### config.mk
export PLATFORM = sky130hd
export DESIGN_NAME = matrix_dsl_tokenizer_unit
export DESIGN_NICKNAME = d
export VERILOG_FILES = /design/src/rtl/mdt_pkg.sv /design/src/rtl/mdt_front.sv /design/src/rtl/mdt_fifo.sv /design/src/rtl/mdt_back.sv /design/src/rtl/matrix_dsl_tokenizer_unit.sv
export SDC_FILE = /design/constraint.sdc
export NUM_CORES = 1
export LEC_CHECK = 0
export BUFFER_PORTS_ARGS = -buffer_cell sky130_fd_sc_hd__buf_4
export CAP_MARGIN = 0
export CELL_PAD_IN_SITES_DETAIL_PLACEMENT = 1
export CELL_PAD_IN_SITES_GLOBAL_PLACEMENT = 1
export CORE_MARGIN = 5
export CORE_UTILIZATION = 48
export CTS_CLUSTER_DIAMETER = 100
export DETAILED_ROUTE_END_ITERATION = 10
export PLACE_DENSITY_LB_ADDON = 0.1
export SYNTH_ARGS = -nofsm -noshare
export SYNTH_HDL_FRONTEND = slang
export SYNTH_SLANG_ARGS = --single-unit
### constraint.sdc
create_clock -name clk -period 7.9 [get_ports clk]
set_input_delay 2.37 -clock clk [delete_from_list [all_inputs] [get_ports clk]]
set_output_delay 2.37 -clock clk [all_outputs]
set_load 0.005 [all_outputs]
### src/rtl/mdt_pkg.sv
// ----------------------------------------------------------------------------
// mdt_pkg: shared types, codes and character classes
// Token record, queue entry, scanner mode codes and byte tests used by the
// scanner front end, the token queue and the output stage.
// ----------------------------------------------------------------------------
package mdt_pkg;

	// byte offset counter width (internal); token_start reports the low 32 bits
	localparam int POS_BITS   = 32;
	localparam int START_W    = 32;
	localparam int VALUE_W    = 31;
	localparam int LEN_W      = 8;
	localparam int KIND_W     = 4;

	// token queue depth, must be a power of two
	localparam int FIFO_DEPTH = 4;
	localparam int FIFO_AW    = $clog2(FIFO_DEPTH);

	localparam logic [VALUE_W-1:0] NUM_MAX = '1;
	localparam logic [LEN_W-1:0]   LEN_MAX = '1;

	// scanner modes
	localparam logic [2:0] MODE_IDLE   = 3'd0;
	localparam logic [2:0] MODE_IDENT  = 3'd1;
	localparam logic [2:0] MODE_NUMBER = 3'd2;
	localparam logic [2:0] MODE_SLASH  = 3'd3;
	localparam logic [2:0] MODE_LINE   = 3'd4;
	localparam logic [2:0] MODE_BLOCK  = 3'd5;
	localparam logic [2:0] MODE_BSTAR  = 3'd6;

	// token kinds
	localparam logic [KIND_W-1:0] KIND_EOF     = 4'd0;
	localparam logic [KIND_W-1:0] KIND_IDENT   = 4'd1;
	localparam logic [KIND_W-1:0] KIND_KW_MAT  = 4'd2;
	localparam logic [KIND_W-1:0] KIND_KW_MUL  = 4'd3;
	localparam logic [KIND_W-1:0] KIND_NUMBER  = 4'd4;
	localparam logic [KIND_W-1:0] KIND_STAR    = 4'd5;
	localparam logic [KIND_W-1:0] KIND_SEMI    = 4'd6;
	localparam logic [KIND_W-1:0] KIND_COMMA   = 4'd7;
	localparam logic [KIND_W-1:0] KIND_LPAREN  = 4'd8;
	localparam logic [KIND_W-1:0] KIND_RPAREN  = 4'd9;
	localparam logic [KIND_W-1:0] KIND_LBRACK  = 4'd10;
	localparam logic [KIND_W-1:0] KIND_RBRACK  = 4'd11;
	localparam logic [KIND_W-1:0] KIND_UNKNOWN = 4'd12;

	// characters of interest
	localparam logic [7:0] CH_SPACE  = 8'h20;
	localparam logic [7:0] CH_TAB    = 8'h09;
	localparam logic [7:0] CH_CR     = 8'h0D;
	localparam logic [7:0] CH_LF     = 8'h0A;
	localparam logic [7:0] CH_SLASH  = 8'h2F;
	localparam logic [7:0] CH_STAR   = 8'h2A;
	localparam logic [7:0] CH_SEMI   = 8'h3B;
	localparam logic [7:0] CH_COMMA  = 8'h2C;
	localparam logic [7:0] CH_LPAREN = 8'h28;
	localparam logic [7:0] CH_RPAREN = 8'h29;
	localparam logic [7:0] CH_LBRACK = 8'h5B;
	localparam logic [7:0] CH_RBRACK = 8'h5D;
	localparam logic [7:0] CH_UNDER  = 8'h5F;

	typedef struct packed {
		logic [KIND_W-1:0]  kind;
		logic [VALUE_W-1:0] value;
		logic               ovf;
		logic [START_W-1:0] start;
		logic [LEN_W-1:0]   len;
		logic [7:0]         ub;
	} token_t;

	// one queue entry: the tokens caused by one input transfer
	typedef struct packed {
		logic   two;
		token_t t0;
		token_t t1;
	} entry_t;

	typedef struct packed {
		logic full;
		logic empty;
	} fifo_stat_t;

	function automatic logic is_alpha(input logic [7:0] c);
		return (c inside {[8'h61:8'h7A], [8'h41:8'h5A]}) || (c == CH_UNDER);
	endfunction

	function automatic logic is_digit(input logic [7:0] c);
		return c inside {[8'h30:8'h39]};
	endfunction

	function automatic logic is_blank(input logic [7:0] c);
		return c inside {CH_SPACE, CH_TAB, CH_CR, CH_LF};
	endfunction

	// letters of "matrix" by position
	function automatic logic [7:0] kw_mat_char(input logic [2:0] i);
		logic [7:0] r;
		case (i)
			3'd0: r = 8'h6D;
			3'd1: r = 8'h61;
			3'd2: r = 8'h74;
			3'd3: r = 8'h72;
			3'd4: r = 8'h69;
			3'd5: r = 8'h78;
			default: r = 8'h00;
		endcase
		return r;
	endfunction

	// letters of "multiply" by position
	function automatic logic [7:0] kw_mul_char(input logic [2:0] i);
		logic [7:0] r;
		case (i)
			3'd0: r = 8'h6D;
			3'd1: r = 8'h75;
			3'd2: r = 8'h6C;
			3'd3: r = 8'h74;
			3'd4: r = 8'h69;
			3'd5: r = 8'h70;
			3'd6: r = 8'h6C;
			3'd7: r = 8'h79;
			default: r = 8'h00;
		endcase
		return r;
	endfunction

	// single-byte punctuation; anything else is unknown
	function automatic logic [KIND_W-1:0] punct_kind(input logic [7:0] c);
		logic [KIND_W-1:0] k;
		case (c)
			CH_STAR:   k = KIND_STAR;
			CH_SEMI:   k = KIND_SEMI;
			CH_COMMA:  k = KIND_COMMA;
			CH_LPAREN: k = KIND_LPAREN;
			CH_RPAREN: k = KIND_RPAREN;
			CH_LBRACK: k = KIND_LBRACK;
			CH_RBRACK: k = KIND_RBRACK;
			default:   k = KIND_UNKNOWN;
		endcase
		return k;
	endfunction

endpackage

### src/rtl/mdt_front.sv
// ----------------------------------------------------------------------------
// mdt_front: byte scanner
// Accepts one byte or end marker per transfer, tracks the scan mode and the
// pending run, and pushes the one or two tokens it causes, if any, as one entry.
// ----------------------------------------------------------------------------
module mdt_front (
	input  logic                 clk,
	input  logic                 arst_n,
	input  logic                 in_fire,
	input  logic [7:0]           char_code,
	input  logic                 end_of_input,
	output logic                 push,
	output mdt_pkg::entry_t      push_entry
);
	import mdt_pkg::*;

	logic [2:0]          mode_q;
	logic [POS_BITS-1:0] pos_q;
	logic [VALUE_W-1:0]  acc_q;
	logic                ovf_q;
	logic [POS_BITS-1:0] start_q;
	logic [LEN_W-1:0]    len_q;
	logic [1:0]          alive_q;

	logic [2:0]          mode_n;
	logic [POS_BITS-1:0] pos_n;
	logic [VALUE_W-1:0]  acc_n;
	logic                ovf_n;
	logic [POS_BITS-1:0] start_n;
	logic [LEN_W-1:0]    len_n;
	logic [1:0]          alive_n;

	logic    flush_v, second_v, do_idle, run_mode;
	token_t  flush_tok, second_tok;
	logic    mat_ok, mul_ok;
	logic [LEN_W-1:0] len_inc;
	logic [34:0] num_mul, num_sum;
	logic [POS_BITS-1:0] pos_inc;

	// per-byte helpers
	assign len_inc  = (len_q == LEN_MAX) ? len_q : len_q + LEN_W'(1);
	assign mat_ok   = (len_q < LEN_W'(6)) && (char_code == kw_mat_char(len_q[2:0]));
	assign mul_ok   = (len_q < LEN_W'(8)) && (char_code == kw_mul_char(len_q[2:0]));
	assign num_mul  = {1'b0, acc_q, 3'b000} + {3'b000, acc_q, 1'b0};
	assign num_sum  = num_mul + {31'd0, char_code[3:0]};
	assign pos_inc  = pos_q + {{(POS_BITS-1){1'b0}}, 1'b1};
	assign run_mode = (mode_q == MODE_IDENT) || (mode_q == MODE_NUMBER) ||
	                  (mode_q == MODE_SLASH);

	// token that closes the pending run
	always_comb begin
		flush_tok       = '0;
		flush_tok.start = START_W'(start_q);
		flush_tok.len   = len_q;
		case (mode_q)
			MODE_IDENT: begin
				if (alive_q[0] && len_q == LEN_W'(6))
					flush_tok.kind = KIND_KW_MAT;
				else if (alive_q[1] && len_q == LEN_W'(8))
					flush_tok.kind = KIND_KW_MUL;
				else
					flush_tok.kind = KIND_IDENT;
			end
			MODE_NUMBER: begin
				flush_tok.kind  = KIND_NUMBER;
				flush_tok.value = acc_q;
				flush_tok.ovf   = ovf_q;
			end
			default: begin
				flush_tok.kind = KIND_UNKNOWN;
				flush_tok.len  = LEN_W'(1);
				flush_tok.ub   = CH_SLASH;
			end
		endcase
	end

	// next state and emitted tokens
	always_comb begin
		mode_n     = mode_q;
		pos_n      = pos_inc;
		acc_n      = acc_q;
		ovf_n      = ovf_q;
		start_n    = start_q;
		len_n      = len_q;
		alive_n    = alive_q;
		flush_v    = 1'b0;
		second_v   = 1'b0;
		do_idle    = 1'b0;
		second_tok = '0;

		if (end_of_input) begin
			flush_v          = run_mode;
			second_v         = 1'b1;
			second_tok.kind  = KIND_EOF;
			second_tok.start = START_W'(pos_q);
			mode_n           = MODE_IDLE;
			pos_n            = '0;
		end else begin
			case (mode_q)
				MODE_IDENT: begin
					if (is_alpha(char_code) || is_digit(char_code)) begin
						alive_n = alive_q & {mul_ok, mat_ok};
						len_n   = len_inc;
					end else begin
						flush_v = 1'b1;
						do_idle = 1'b1;
					end
				end
				MODE_NUMBER: begin
					if (is_digit(char_code)) begin
						if (num_sum > {4'd0, NUM_MAX}) begin
							acc_n = NUM_MAX;
							ovf_n = 1'b1;
						end else begin
							acc_n = num_sum[VALUE_W-1:0];
						end
						len_n = len_inc;
					end else begin
						flush_v = 1'b1;
						do_idle = 1'b1;
					end
				end
				MODE_SLASH: begin
					if (char_code == CH_SLASH)
						mode_n = MODE_LINE;
					else if (char_code == CH_STAR)
						mode_n = MODE_BLOCK;
					else begin
						flush_v = 1'b1;
						do_idle = 1'b1;
					end
				end
				MODE_LINE: begin
					if (char_code == CH_LF)
						mode_n = MODE_IDLE;
				end
				MODE_BLOCK: begin
					if (char_code == CH_STAR)
						mode_n = MODE_BSTAR;
				end
				MODE_BSTAR: begin
					if (char_code == CH_SLASH)
						mode_n = MODE_IDLE;
					else if (char_code != CH_STAR)
						mode_n = MODE_BLOCK;
				end
				default: begin
					do_idle = 1'b1;
				end
			endcase

			// byte seen from idle: start a run, skip a blank or emit a one-byte token
			if (do_idle) begin
				mode_n = MODE_IDLE;
				if (is_blank(char_code)) begin
					mode_n = MODE_IDLE;
				end else if (char_code == CH_SLASH) begin
					mode_n  = MODE_SLASH;
					start_n = pos_q;
				end else if (is_alpha(char_code)) begin
					mode_n  = MODE_IDENT;
					start_n = pos_q;
					len_n   = LEN_W'(1);
					alive_n = (char_code == kw_mat_char(3'd0)) ? 2'b11 : 2'b00;
				end else if (is_digit(char_code)) begin
					mode_n  = MODE_NUMBER;
					start_n = pos_q;
					len_n   = LEN_W'(1);
					acc_n   = {27'd0, char_code[3:0]};
					ovf_n   = 1'b0;
				end else begin
					second_v         = 1'b1;
					second_tok.kind  = punct_kind(char_code);
					second_tok.start = START_W'(pos_q);
					second_tok.len   = LEN_W'(1);
					second_tok.ub    = (punct_kind(char_code) == KIND_UNKNOWN) ?
					                   char_code : 8'd0;
				end
			end
		end
	end

	// queue entry
	assign push           = in_fire && (flush_v || second_v);
	assign push_entry.two = flush_v && second_v;
	assign push_entry.t0  = flush_v ? flush_tok : second_tok;
	assign push_entry.t1  = second_tok;

	// scanner state
	always_ff @(posedge clk or negedge arst_n) begin
		if (!arst_n) begin
			mode_q  <= MODE_IDLE;
			pos_q   <= '0;
			acc_q   <= '0;
			ovf_q   <= 1'b0;
			start_q <= '0;
			len_q   <= '0;
			alive_q <= 2'b11;
		end else if (in_fire) begin
			mode_q  <= mode_n;
			pos_q   <= pos_n;
			acc_q   <= acc_n;
			ovf_q   <= ovf_n;
			start_q <= start_n;
			len_q   <= len_n;
			alive_q <= alive_n;
		end
	end

endmodule

### src/rtl/mdt_fifo.sv
// ----------------------------------------------------------------------------
// mdt_fifo: token queue
// Short queue of entries between the scanner and the output stage, so either
// side can stall without stopping the other at once.
// ----------------------------------------------------------------------------
module mdt_fifo (
	input  logic                 clk,
	input  logic                 arst_n,
	input  logic                 push,
	input  mdt_pkg::entry_t      wr_entry,
	input  logic                 pop,
	output mdt_pkg::entry_t      rd_entry,
	output mdt_pkg::fifo_stat_t  stat
);
	import mdt_pkg::*;

	entry_t             mem_q [FIFO_DEPTH];
	entry_t             rd_entry_q;
	logic [FIFO_AW-1:0] wr_ptr_q, rd_ptr_q;
	logic [FIFO_AW-1:0] rd_next;
	logic [FIFO_AW:0]   count_q;
	logic               do_push, do_pop;

	assign stat.full  = (count_q == (FIFO_AW+1)'(FIFO_DEPTH));
	assign stat.empty = (count_q == '0);
	assign do_push    = push && !stat.full;
	assign do_pop     = pop && !stat.empty;
	assign rd_next    = do_pop ? rd_ptr_q + FIFO_AW'(1) : rd_ptr_q;
	assign rd_entry   = rd_entry_q;

	// storage; head entry registered, a write to the next head is passed through
	always_ff @(posedge clk) begin
		if (do_push)
			mem_q[wr_ptr_q] <= wr_entry;
		if (do_push && (wr_ptr_q == rd_next))
			rd_entry_q <= wr_entry;
		else
			rd_entry_q <= mem_q[rd_next];
	end

	// pointers and fill count
	always_ff @(posedge clk or negedge arst_n) begin
		if (!arst_n) begin
			wr_ptr_q <= '0;
			rd_ptr_q <= '0;
			count_q  <= '0;
		end else begin
			if (do_push)
				wr_ptr_q <= wr_ptr_q + FIFO_AW'(1);
			if (do_pop)
				rd_ptr_q <= rd_ptr_q + FIFO_AW'(1);
			if (do_push && !do_pop)
				count_q <= count_q + (FIFO_AW+1)'(1);
			else if (do_pop && !do_push)
				count_q <= count_q - (FIFO_AW+1)'(1);
		end
	end

endmodule

### src/rtl/mdt_back.sv
// ----------------------------------------------------------------------------
// mdt_back: token output stage
// Takes one queue entry at a time into its output register and presents its
// one or two tokens in order, marking the final one with last.
// ----------------------------------------------------------------------------
module mdt_back (
	input  logic                 clk,
	input  logic                 arst_n,
	input  logic                 entry_valid,
	input  mdt_pkg::entry_t      entry,
	output logic                 pop,
	output logic                 out_valid,
	input  logic                 out_ready,
	output mdt_pkg::token_t      out_tok,
	output logic                 out_last
);
	import mdt_pkg::*;

	entry_t ent_q;
	logic   hold_q;
	logic   sel_q;
	logic   out_fire, done;

	assign out_fire  = hold_q && out_ready;
	assign done      = sel_q || !ent_q.two;
	assign pop       = entry_valid && (!hold_q || (out_fire && done));
	assign out_valid = hold_q;
	assign out_tok   = sel_q ? ent_q.t1 : ent_q.t0;
	assign out_last  = done;

	// entry payload
	always_ff @(posedge clk) begin
		if (pop)
			ent_q <= entry;
	end

	// occupancy and token select
	always_ff @(posedge clk or negedge arst_n) begin
		if (!arst_n) begin
			hold_q <= 1'b0;
			sel_q  <= 1'b0;
		end else if (pop) begin
			hold_q <= 1'b1;
			sel_q  <= 1'b0;
		end else if (out_fire) begin
			if (done)
				hold_q <= 1'b0;
			else
				sel_q <= 1'b1;
		end
	end

endmodule

### src/rtl/matrix_dsl_tokenizer_unit.sv
// ----------------------------------------------------------------------------
// matrix_dsl_tokenizer_unit: streaming lexer for a small matrix language
// One source byte or end marker per input transfer, tokens out with start
// offset, length, number value and offending byte.
// ----------------------------------------------------------------------------
// Throughput: one input byte per cycle while the queue is not full; one token
//   per cycle at the output while m_axis_tready is high. A token passes from
//   the scanner -> 4-entry queue (registered head) -> output register.
// A byte causing two tokens holds the output register for two transfers; the
//   queue absorbs the difference and s_axis_tready drops only when it is full.
// Reset (arst_n low): scanner idle at offset 0, queue and output emptied.
// ----------------------------------------------------------------------------
module matrix_dsl_tokenizer_unit (
	input  logic        clk,
	input  logic        arst_n,
	input  logic        s_axis_tvalid,
	output logic        s_axis_tready,
	input  logic [7:0]  s_axis_tdata,   // [7:0] char_code
	input  logic [0:0]  s_axis_tuser,   // [0] end_of_input
	output logic        m_axis_tvalid,
	input  logic        m_axis_tready,
	output logic [79:0] m_axis_tdata,   // [30:0] number_value, [31] number_overflow,
	                                    // [63:32] token_start, [71:64] token_length,
	                                    // [79:72] unknown_byte
	output logic [3:0]  m_axis_tuser,   // [3:0] token_kind
	output logic        m_axis_tlast
);
	import mdt_pkg::*;

	logic       in_fire;
	logic       push, pop;
	entry_t     push_entry, head_entry;
	fifo_stat_t fstat;
	token_t     out_tok;

	assign s_axis_tready = !fstat.full;
	assign in_fire       = s_axis_tvalid && s_axis_tready;

	mdt_front u_front (
		.clk          (clk),
		.arst_n       (arst_n),
		.in_fire      (in_fire),
		.char_code    (s_axis_tdata),
		.end_of_input (s_axis_tuser[0]),
		.push         (push),
		.push_entry   (push_entry)
	);

	mdt_fifo u_fifo (
		.clk      (clk),
		.arst_n   (arst_n),
		.push     (push),
		.wr_entry (push_entry),
		.pop      (pop),
		.rd_entry (head_entry),
		.stat     (fstat)
	);

	mdt_back u_back (
		.clk         (clk),
		.arst_n      (arst_n),
		.entry_valid (!fstat.empty),
		.entry       (head_entry),
		.pop         (pop),
		.out_valid   (m_axis_tvalid),
		.out_ready   (m_axis_tready),
		.out_tok     (out_tok),
		.out_last    (m_axis_tlast)
	);

	// output packing
	assign m_axis_tuser = out_tok.kind;
	assign m_axis_tdata = {out_tok.ub, out_tok.len, out_tok.start,
	                       out_tok.ovf, out_tok.value};

endmodule

==> results of run 1 <==
[power by group through the flow]
stage                     Clock [mW]  Sequential (mW)  Combinational, mW
final                           3.84             6.14               3.31
after floorplan                    0             6.02               2.22
after detailed placement           0             6.24               3.39
after CTS                       3.94             6.16               3.42
after global routing            4.14             6.24               3.59
after global placement             0             6.16               3.34
[critical path: stages]
cell      delay, ns
buf_4          0.20
inv_1          0.21
fa_1           0.64
inv_1          0.07
ha_1           0.30
a211oi_1       0.33
o21ai_0        0.30
nand3_1        0.22
a211oi_1       0.11
or3_1          0.34
a211oi_2       0.65
buf_4          0.34
nand4_1        0.13
a22o_1         0.25
[worst paths after layout]
path	to	slack (ns)	cells past startpoint
min in group asynchronous	u_front.acc_q[20]	1.83	1
min reg2reg	flop	0.48	1
max in group asynchronous	u_front.pos_q[2]	4.99	2
max	u_front.acc_q[20]	1.93	14
min	flop	0.48	1
max reg2reg	u_front.acc_q[20]	3.58	11
[layout make-up]
cell class	count	area [µm²]
fill	6382	30800
sequential	770	22500
multi-input combinational	1143	10300
clock buffer	113	2260
tap	931	1160
timing repair buffer	130	1060
clock inverter	40	465
inverter	35	131
antenna	1	2.50
[per-layer routing]
metal	vias to the layer above	routed length, µm
met2	332	38900
met3	88	2880
met4	0	1280
met1	9621	33500
li1	8263	-
met5	-	0
[registers in the layout, indices dropped and copies added (netlist names), 3 cells and up, named ones only]
register and cells:
u_back.ent_q 130, u_front.mode_q 3, u_fifo.count_q 3, u_front.start_q 32, u_front.acc_q 27, u_front.pos_q 32
u_fifo.mem_q 520, u_front.len_q 8
[cell usage in the layout (no fill, tap or decap), types with 6 or more instances in the layout]
cell         n
a31oi_1      6
a21o_1       7
a211oi_1     8
nand2_1     97
clkbuf_16   84
ha_1        76
bufinv_16    7
o31ai_1     15
dfrtp_1    115
buf_12       7
and2_1      81
a22o_1      30
o21ai_0     58
nor2_1      82
clkinv_1    10
xnor2_1     22
clkbuf_1    24
nor3_1      27
mux2_2     113
or2_2        6
inv_1       32
a21oi_1     58
nor2b_1     47
or3_1        7
edfxtp_1   650
xor2_1      32
buf_4      123
and3_1      11
nor4_1       8
mux4_2     130
nand2b_1    17
o211ai_1    13
nand4_1     45
clkinv_2    15
nand3_1     34
[synth_stat cells, types with 4 or more instances]
| master | n | area [µm²] |
|---|---|---|
| dfrtp_1 | 116 | 2900 |
| xor2_1 | 32 | 280 |
| nor2_1 | 83 | 312 |
| nor3_1 | 27 | 135 |
| o31ai_1 | 15 | 113 |
| a211oi_1 | 8 | 60.1 |
| mux2i_1 | 5 | 50.1 |
| or3_1 | 7 | 43.8 |
| xnor2_1 | 22 | 193 |
| o21ai_0 | 58 | 290 |
| o211ai_1 | 13 | 97.6 |
| mux2_2 | 113 | 1270 |
| nand2b_1 | 17 | 106 |
| mux4_2 | 130 | 2930 |
| o21a_1 | 5 | 37.5 |
| a22o_1 | 30 | 263 |
| edfxtp_1 | 650 | 19500 |
| nor2b_1 | 47 | 294 |
| and3_1 | 11 | 68.8 |
| ha_1 | 76 | 951 |
| nand3b_1 | 4 | 30.0 |
| o21bai_1 | 5 | 37.5 |
| nand2_1 | 98 | 368 |
| a21boi_0 | 5 | 37.5 |
| nor4_1 | 8 | 50.1 |
| nand3_1 | 34 | 170 |
| clkbuf_1 | 65 | 244 |
| a31oi_1 | 7 | 43.8 |
| buf_1 | 19 | 71.3 |
| o21ai_1 | 5 | 25.0 |
| and2_1 | 85 | 532 |
| inv_1 | 32 | 120 |
| a21oi_1 | 59 | 295 |
| a21o_1 | 7 | 52.6 |
| or2_2 | 6 | 37.5 |
| nand4_1 | 45 | 282 |
| a22oi_1 | 4 | 30.0 |
| buf_2 | 15 | 75.1 |
[kinds of logic after synthesis]
group / count (synthesis) / share of synthesized area (%)
multiplexers: 248 / 12.8
buffers and inverters: 140 / 1.69
XOR/XNOR: 54 / 1.42
AO/OA/AOI/OAI: 271 / 5.68
adder cells (fa/ha/maj): 79 / 3.03
flip-flops: 770 / 67.6
AND/OR/NAND/NOR: 491 / 7.84
[stage by stage]
step / instances / cell area, µm² / worst slack [ns] / util (%) / power (mW)
after floorplan: 2053 / 33300 / 0.177 / - / 8.25
after global placement: 3009 / 35200 / 1.46 / 51.2 / 9.51
after detailed placement: 3009 / 35200 / 1.36 / 51.2 / 9.63
after CTS: 3162 / 37900 / 2.01 / 55.1 / 13.5
after global routing: 3162 / 37900 / 1.72 / 55.1 / 14.0
final: 3163 / 37900 / 1.93 / 55.1 / 13.3
==> results.md, run 1 <==
- Routability-driven placement finished with a final weighted congestion of 0.865.
- The cell count after synthesis is 2053.
- The power share of the clock group is 28.9%.
- The signed area change from the synthesized netlist to the final layout is 13.7%.
- In this run the post-CTS setup repair buffer count came out at 0.
- The final-report max-slew violation count was 0.
- Across every metal layer, demand over resource in global routing totals 20.6%.
- The sequential share of the synthesized area is 67.6%.
- The number of standard-cell rows in the floorplan is 96.
- The final number of hold-violating endpoints is 0.
- The cell leakage power is 13.7 nW.
- Counting the buffers created by CTS gives 82.
- Max-cap violations in this run came to 0.
- The number of top-level design ports is 100.
- TritonCTS built the clock tree.
- Counting flops with an async set or reset pin after synthesis yields a share of 15.3%.
- The relative contribution of sequential cells to total power is 46.2%.
- The busiest layer in global routing is met2.
- The height of the die is 273 µm.
- The worst-margin pin slew is 1.00 ns.
- For this configuration, the core starts out at a cell density of 48.5%.
- The number of iterations in the first detailed-routing pass is 5.
- In this run the mean area of a mapped cell was 16.2 µm².
- The analysis attributes to net switching a power of 3.80 mW.
- For this run, the top clock speed supported by timing is 168 MHz.
- The number of buffer cells added on primary ports is 99.
- In this run the worst setup path begins at s_axis_tdata[3].
- The via count of the first global-routing pass was 19872.
- The final-layout worst hold slack is 0.483 ns.
- Combinational cells account for 24.9% of the total power.
- The number of flops mapped to enable cells by yosys is 650.
- The mapped netlist covers 33300 µm².
- The data required time at the worst endpoint is 8.41 ns.
- Data on the critical path arrives at its endpoint at 6.48 ns.
- Entering global routing, the biggest net connects 134 pins.
- Global routing used 2.88% of the available met3 tracks.
- The remaining routing DRC violations is 0.
- Once the clock tree was built, the resizer swapped 0 gates to a different size.
- The clock drives 770 sinks.
- Once detail routing completed, the nets flagged for antenna violations numbered 0.
- The internal portion of the total power is 9.50 mW.
- The total number of yosys warnings is 0.
- After detailed routing, the total wire length is 76600 µm.
- Setup violations remaining at the end of the flow were counted as 0.
- The dominant register cell in the synthesized netlist is edfxtp_1.
- After global routing the overflow that remains totals 0.
- The clock edge transition at the registers on the reported setup and hold paths is 0.07 ns.
- The startpoint identified for the worst hold timing path is u_fifo.rd_ptr_q[0].
- The final worst clock skew is 0.0291 ns.
- The tree is rooted in a clkbuf_16.
- The H-tree depth reported by CTS is 3.
- In the finished design, the share of the clock period the worst path needs comes to 75.6%.
- Detailed routing inserted a total of 18304 vias.
- The die outline width is 273 µm.
- The first global-routing pass estimated 120000 µm of wire.
- The clock period could shrink to 5.97 ns.
- The power density of the placed cells is 351 nW/µm².
- The HPWL after detailed placement is 47300 µm.
- The area of the die is 74800 µm².
- In this run, synthesis produced a sequential element count of 770.
- The number of DRC violations after detailed-routing iteration 0 is 1244.
- IR analysis of the VDD net gives a maximum drop of 524 µV.
- For met1 alone, demand over resource in global routing was 27.9%.
- The number of hold-repair buffers added at the cts stage is 0.
- The flow ran to the end, and the final reports show no timing, DRC or antenna violations.
- Clock latency on the worst-skew pair, taken at its later pin, is 0.63 ns.
- Setup repair after global routing left no endpoint under its margin.
- The net switching share of the total power is 28.6%.
- The met2 layer usage reported by global route is 35.9%.
- The clock passes through at most 3 buffers.
- The total number of nets in the final design is 2254.
- The number of antenna violations at the first check in global routing is 1.
- The fraction of layout cells with a size suffix above 1 is 23.8%.
- The maximum net fanout on the critical path is 15.
- The aggregate negative setup slack is 0 ns.
- The startpoint class of the critical path is a primary input.
- The nature of the critical path endpoint is a flop.
- The startpoint-to-endpoint class of the critical path is in2reg.
- The via-per-instance ratio is 5.79.
- After detailed routing, the average wire length per cell comes to 24.2 µm.
- The netlist uses 85 different library cells.
- The placeable core region is 68700 µm².
- The worst pin sits at a relative slew slack of 33.0%.
- The startpoint of the worst-slack reg-to-reg timing path is u_front.acc_q[20].
- The worst hold path belongs to the class reg2reg.
- The synthesized netlist net count is 2145.
Note: power is estimated with default switching activity, not from simulation.
==> inputs of run 2 (changes only) <==
- clock period: 7.9 -> 5.3 ns (I/O delays scaled with it)
==> results.md, run 2 (synthesis results as in run 1) <==
- The smallest clock period supported by the final layout is computed as 4.45 ns.
- The total of cells resized after clock tree synthesis is 0.
- In the final layout, the registers with the most flip-flops are u_fifo.mem_q (520), u_back.ent_q (130).
- At the pin with the least slew margin, the transition time is 1.25 ns.
- The remaining routing DRC violations is 0.
- TritonCTS built the clock tree.
- The setup-violating endpoint count in the final report is 0.
- The run finished with clean final reports.
- Once the floorplan was initialized, standard cells occupied 48.5% of the core.
- The remaining number of nets flagged by the antenna check after routing is 0.
- TritonCTS created 80 clock buffers.
- The pre-CTS worst setup slack is 0.244 ns.
- The power density of the placed cells is 519 nW/µm².
- More flip-flops sit in one register than any other, and that register is u_fifo.mem_q.
- Dividing the detail-routed wire length by the instance count gives 24.0 µm.
- For this design the top-level I/O count stands at 100.
- For this run, the top clock speed supported by timing is 225 MHz.
- The clock insertion delay at the later pin of the skew report is 0.61 ns.
- Detailed placement ended at an HPWL of 47300 µm.
- Port buffering added 99 buffers.
- After routing the design area is 38000 µm².
- The final critical path takes up 83.9% of the cycle.
- The final number of hold-violating endpoints came to 0.
- The number of antenna diodes in the final layout is 0.
- The register with the most flip-flops in the layout has 520 of them.
- The remaining global-route overflow is 0.
- The placer's final routability congestion estimate is 0.826.
- The number of antenna violations at the first check in global routing came to 0.
- The signed area change from the synthesized netlist to the final layout is 13.9%.
- After clock tree synthesis, the clock-pin slew on the worst setup and hold paths is 0.06 ns.
- Once placement finished, the instance area stood at 35400 µm².
- The floorplan step set the die width to 273 µm.
- The tightest min-delay check is of the reg2reg type.
- The data arrival time of the worst path is 4.98 ns.
- For this block, the initial DRC count from the detailed router was 1171.
- The area of the die is 74800 µm².
- The total number of nets in the final design is 2263.
- The placeable core region is 68700 µm².
- The clock net sink count is 770.
- Buffers added to address setup during post-CTS repair amount to 0.
- The post-placement cell count is 3020.
- For this run, the total global-route usage over all layers was measured as 20.5%.
- Leaving out fill and tap cells, the most frequent cells in the layout are edfxtp_1 (650), mux4_2 (130), buf_4 (124).
- Leaving out fill and tap cells, the most frequent cell in the layout is edfxtp_1.
- In this run the worst path has a maximum fanout of 14.
- The final-report max-slew violation count came to 0.
- The floorplan has 96 rows.
- The final worst clock skew is 0.0206 ns.
- The wire length of the first global-routing pass is 120000 µm.
- Cells with a size suffix above 1 make up 24.1% of the layout.
- Across all layers, the routed design uses 18295 vias.
- Headroom to the max-slew limit came out at 16.8%.
- The maximum number of pins on one net before global-route repair is 134.
- The nature of the critical path endpoint is a flop.
- Leaving out filler cells and counting taps, the final layout contains 3166.
- STA classifies the critical path startpoint as a primary input.
- The worst path meets setup with 0.854 ns of slack.
- The worst setup path is of the in2reg kind.
- Clock tree synthesis selected as its root buffer the cell clkbuf_16.
- The aggregate negative setup slack is 0 ns.
- The final layout contains routed wiring with a total length of 76100 µm.
- The via-per-instance ratio is 5.78.
- Setup repair after global routing left no endpoint under its margin.
- Across the run, the number of max-cap violations was 0.
- In this run the number of H-tree levels came out at 3.
- The data required time at the worst endpoint is 5.84 ns.
- The largest voltage drop on the vdd net is 376 µV.
- For this design the static power due to leakage is 13.7 nW.
- The setup check on the worst reg-to-reg path leaves a slack of 1.57 ns.
- The via count of the first global-routing pass is 19853.
- The maximum root-to-sink buffer count is 3.
- The height of the die is 273 µm.
- The number of iterations in the first detailed-routing pass is 5.
- The number of hold-repair buffers added at the cts stage is 0.
run 2: metal layers:
layer / track usage, % / up-vias / wire [µm]
met5: 0 / - / 0
met4: 3.93 / 0 / 998
met3: 2.77 / 77 / 2500
met2: 35.7 / 292 / 38800
met1: 28.2 / 9653 / 33800
li1: - / 8273 / -
run 2: where the power goes:
part | internal (mW) | leakage (nW) | switching, mW
Sequential | 8.48 | 7.65 | 0.769
Clock | 3.24 | 1.26 | 2.27
Combinational | 2.38 | 4.82 | 2.54
Total | 14.1 | 13.7 | 5.57
run 2: layout make-up:
class | count | area (µm²)
fill | 6365 | 30800
inverter | 35 | 131
timing repair buffer | 141 | 1260
multi-input combinational | 1143 | 10300
clock buffer | 109 | 2220
tap | 931 | 1160
clock inverter | 37 | 370
sequential | 770 | 22500
run 2: through the flow:
stage	total power, mW	util [%]	hold WS (ns)
2_1_floorplan	12.2	-	0.439
3_3_place_gp	14.3	51.5	0.453
3_5_place_dp	14.4	51.5	0.464
4_1_cts	20.0	55.2	0.478
5_1_grt	20.7	55.2	0.486
6_report	19.7	55.2	0.472
run 2: worst paths after layout:
kind | depth (start not counted) | start | end
max in group asynchronous | 2 | arst_n | u_front.acc_q[7]
worst min register to register | 1 | u_fifo.rd_ptr_q[1] | flop
worst max register to register | 11 | u_front.acc_q[18] | u_front.acc_q[17]
min in group asynchronous | 1 | arst_n | u_front.acc_q[22]
worst min-delay path | 1 | u_fifo.rd_ptr_q[1] | flop
worst max-delay path | 13 | s_axis_tdata[3] | u_front.acc_q[17]
run 2: worst max-delay path: stages:
cell and delay [ns]:
buf_4 0.12, inv_1 0.17, fa_1 0.48, fa_1 0.46
nand2b_1 0.20, a211oi_1 0.51, o211ai_1 0.23, nand4_1 0.22
nand2_1 0.12, nand4b_1 0.33, buf_4 0.29, nand4_1 0.11
a22o_1 0.14
==> inputs of run 3 (changes only) <==
- ABC_AREA: unset -> 1
- CORE_UTILIZATION: 48 -> 50
- clock period: 5.3 -> 4.45 ns (I/O delays scaled with it)
==> results.md, run 3 <==
- The via count of the first global-routing pass is 26797.
- The net switching share of the total power is 35.9%.
- The worst pin sits at a relative slew slack of 28.1%.
- The register with the most flip-flops in the layout has 520 of them.
- Counting flops with a built-in enable in the synthesized netlist gives 650.
- In this run the worst path has a maximum fanout of 41.
- After synthesis, the largest area contributor takes up 56.0% of total cell area.
- The TritonCTS clock tree is done.
- The area of the multi-input gates is 10700 µm².
- From synthesis to final layout, the design area changed by 13.4%.
- Setup repair after global routing left no endpoint under its margin.
- The number of max-cap violations is 0.
- The total number of nets in the final design is 3429.
- The remaining routing DRC violations is 0.
- The register area is 22500 µm².
- The starting density of the core is 50.6%.
- In the final layout, the registers with the most flip-flops are u_fifo.mem_q (520), u_back.ent_q (130).
- The synthesized design contains 770 register bits.
- The register with the most flip-flops is u_fifo.mem_q.
- The number of buffers created by CTS is 82.
- Summing every instance area after synthesis gives 34800 µm².
- In this run the power density over the cells is 653 nW/µm².
- The slowest stage of the critical path belongs to the cell inv_2.
- The finished cells cover 39500 µm².
- The buffer type at the clock tree root is clkbuf_16.
- The dominant register cell in the synthesized netlist is edfxtp_1.
- During placement, the flow inserted port buffers numbering 99.
- The leading cell type in the layout, fill and taps excluded is nand2_1.
- The sequential share of the synthesized area is 64.6%.
- The analysis attributes to cell leakage a power of 15.2 nW.
- Sequential cells burn 41.9% of the power.
- In this run, distinct cell masters in the synthesized netlist total 56.
- The worst-case IR drop observed on VDD is 605 µV.
- The number of antenna violations at the first check in global routing was 0.
- The via-per-instance ratio is 5.67.
- The worst-margin pin slew is 1.08 ns.
- The final critical path takes up 92.5% of the cycle.
- Entering global routing, the biggest net connects 133 pins.
- The number of standard-cell rows in the floorplan is 96.
- In the post-synthesis netlist, the biggest area contributors are edfxtp_1 (56%), dfrtp_1 (8.3%), nand2_1 (7.2%).
- The cell count after synthesis is 3251.
- The total area inside the core boundary comes to 68800 µm².
- Before CTS, the worst setup slack after placement is 0.157 ns.
- The HPWL reported at the end of detailed placement is 61700 µm.
- The die outline width is 274 µm.
- The die is 274 µm tall.
- The area of the die is 75100 µm².
- The critical path is of the reg2out type.
- Counting along the longest clock path gives a buffer depth of 3.
- The total number of yosys warnings is 0.
- The worst setup path is captured at an output pin.
- The share of power burned in combinational logic is 31.2%.
- For this run, the slowest stage of the critical path takes 0.84 ns.
- The synthesized netlist net count is 3343.
- The total of cells resized after clock tree synthesis is 0.
- Setup violations remaining at the end of the flow were counted as 0.
- The final-report max-slew violation count is 0.
- For the worst setup path, the data arrival time is 2.78 ns.
- The total overflow left after global routing is 0.
- After filler insertion, the fill cell instance count of the layout stands at 7327.
- The path class of the tightest hold or removal check is reg2reg.
- The setup slack of the critical path after layout is 0.332 ns.
- The number of DRC violations after detailed-routing iteration 0 is 1646.
- During I/O placement, the number of pins put on the boundary was 100.
- In this run the remaining antenna-violating nets after routing total 0.
- The antenna diode count is 0.
- The commonest cells after synthesis are nand2_1 (672), edfxtp_1 (650), nor2_1 (430).
- Counting I/O delays and the setup requirement, the final critical path takes 4.12 ns.
- Leaving out fill and tap cells, the most frequent cells in the layout are nand2_1 (666), edfxtp_1 (650), nor2_1 (425).
- The via count is 24571.
- The first detailed-routing pass took 5 iterations.
- The post-placement cell area is 36800 µm².
- The synthesized area per cell is 10.7 µm².
- The fraction of layout cells with a size suffix above 1 is 12.8%.
- The H-tree depth reported by CTS is 3.
- The setup fix buffers added after clock tree synthesis is 0.
- The placer's final routability congestion estimate is 0.919.
- The clock net sink count is 770.
- The total length of routed wires is 98900 µm.
- The peak clock frequency supported by timing is 243 MHz.
- The run finished with clean final reports.
- Summed over all nets, the switching power comes to 9.26 mW.
- The internal portion of the total power is 16.5 mW.
- In the synthesized netlist the async set-or-reset flop fraction comes to 15.3%.
- The fraction of the core area covered by cells at the end of the flow is 57.4%.
- The startpoint class of the critical path is a flop.
- By instance count, the leading cell after synthesis is nand2_1.
- The share of total power dissipated in the clock network is 26.9%.
- The first global-routing pass estimated 153000 µm of wire.
- Traced cell by cell, the critical path runs through inv_2 > buf_4 > nand2_1 > nand2_1 > buf_4.
- The overall fraction of global-route tracks in use is 26.2%.
- The data required time at the worst endpoint is 3.12 ns.
- Dividing the detail-routed wire length by the instance count gives 22.8 µm.
- The final number of hold-violating endpoints is 0.
- The leading area contributor after synthesis is edfxtp_1.
- The clock insertion delay at the later pin of the skew report is 0.65 ns.
- On the final layout, the worst clock skew is 0.0311 ns.
- Clock-pin slew was measured on the worst setup and hold paths at 0.06 ns.
- The total power is 25.8 mW.
- The number of hold-repair buffers added at the cts stage is 0.
==> run 3: logic make-up (layout without fill, tap and decap cells) <==
logic type | count (synthesis) | after routing | share of synthesized area [%]
xor+xnor | 39 | 39 | 0.980
compound gates | 600 | 600 | 9.53
mux | 1 | 1 | 0.0323
simple gates | 1347 | 1347 | 17.1
flops | 770 | 770 | 64.6
buf+inv | 415 | 568 | 4.83
fa+ha+maj | 79 | 79 | 2.90
==> run 3: worst paths after layout <==
check	slack (ns)	endpoint	startpoint	cells after the start
setup / recovery	0.33	m_axis_tdata[56]	u_back.sel_q	5
hold / removal	0.47	flop	u_fifo.rd_ptr_q[1]	1
setup reg to reg	1.05	flop	flop	16
hold reg to reg	0.47	flop	u_fifo.rd_ptr_q[1]	1
max in group asynchronous	2.83	u_front.acc_q[14]	arst_n	2
min in group asynchronous	0.81	u_front.acc_q[10]	arst_n	1
==> run 3: per-stage QoR <==
stage / cells / hold slack, ns / TNS [ns]
floorplan: 3251 / 0.432 / -204.86
global placement: 4184 / 0.446 / 0
detailed placement: 4184 / 0.461 / 0
CTS: 4335 / 0.472 / 0
global route: 4335 / 0.486 / 0
finish: 4335 / 0.468 / 0
==> run 3: power groups by stage <==
stage               clock network [mW]  logic (mW)  registers [mW]
finish                            6.94        8.04            10.8
global route                      7.39        8.86            10.9
CTS                               7.05        8.16            10.8
detailed placement                   0        8.05            10.9
global placement                     0        7.71            10.8
floorplan                            0        4.91            10.5
==> run 3: area by class of cell <==
cell class / count / area share [%]
Multi-Input combinational cell: 2066 / 27.2
Inverter: 264 / 2.57
Clock inverter: 30 / 0.988
Tap cell: 931 / 2.95
Sequential cell: 770 / 57.0
Clock buffer: 121 / 6.00
Timing Repair Buffer: 153 / 3.32
==> run 3: layer usage <==
layer  share of wire (%)  up-vias  routed length (µm)  global-route usage [%]
li1                    -    11367                   -                       -
met1                  41    12594               40600                    32.7
met2                  53      484               52100                    48.5
met3                 4.1      126                4050                    3.25
met4                 2.2        0                2190                    6.77
met5                   0        -                   0                       0
==> run 3: worst max-delay path: cells and delay by family (launching register included) <==
kind / cells / cell delay [ns]
buf+inv: 3 / 1.27
flops: 1 / 0.68
simple gates: 2 / 0.14
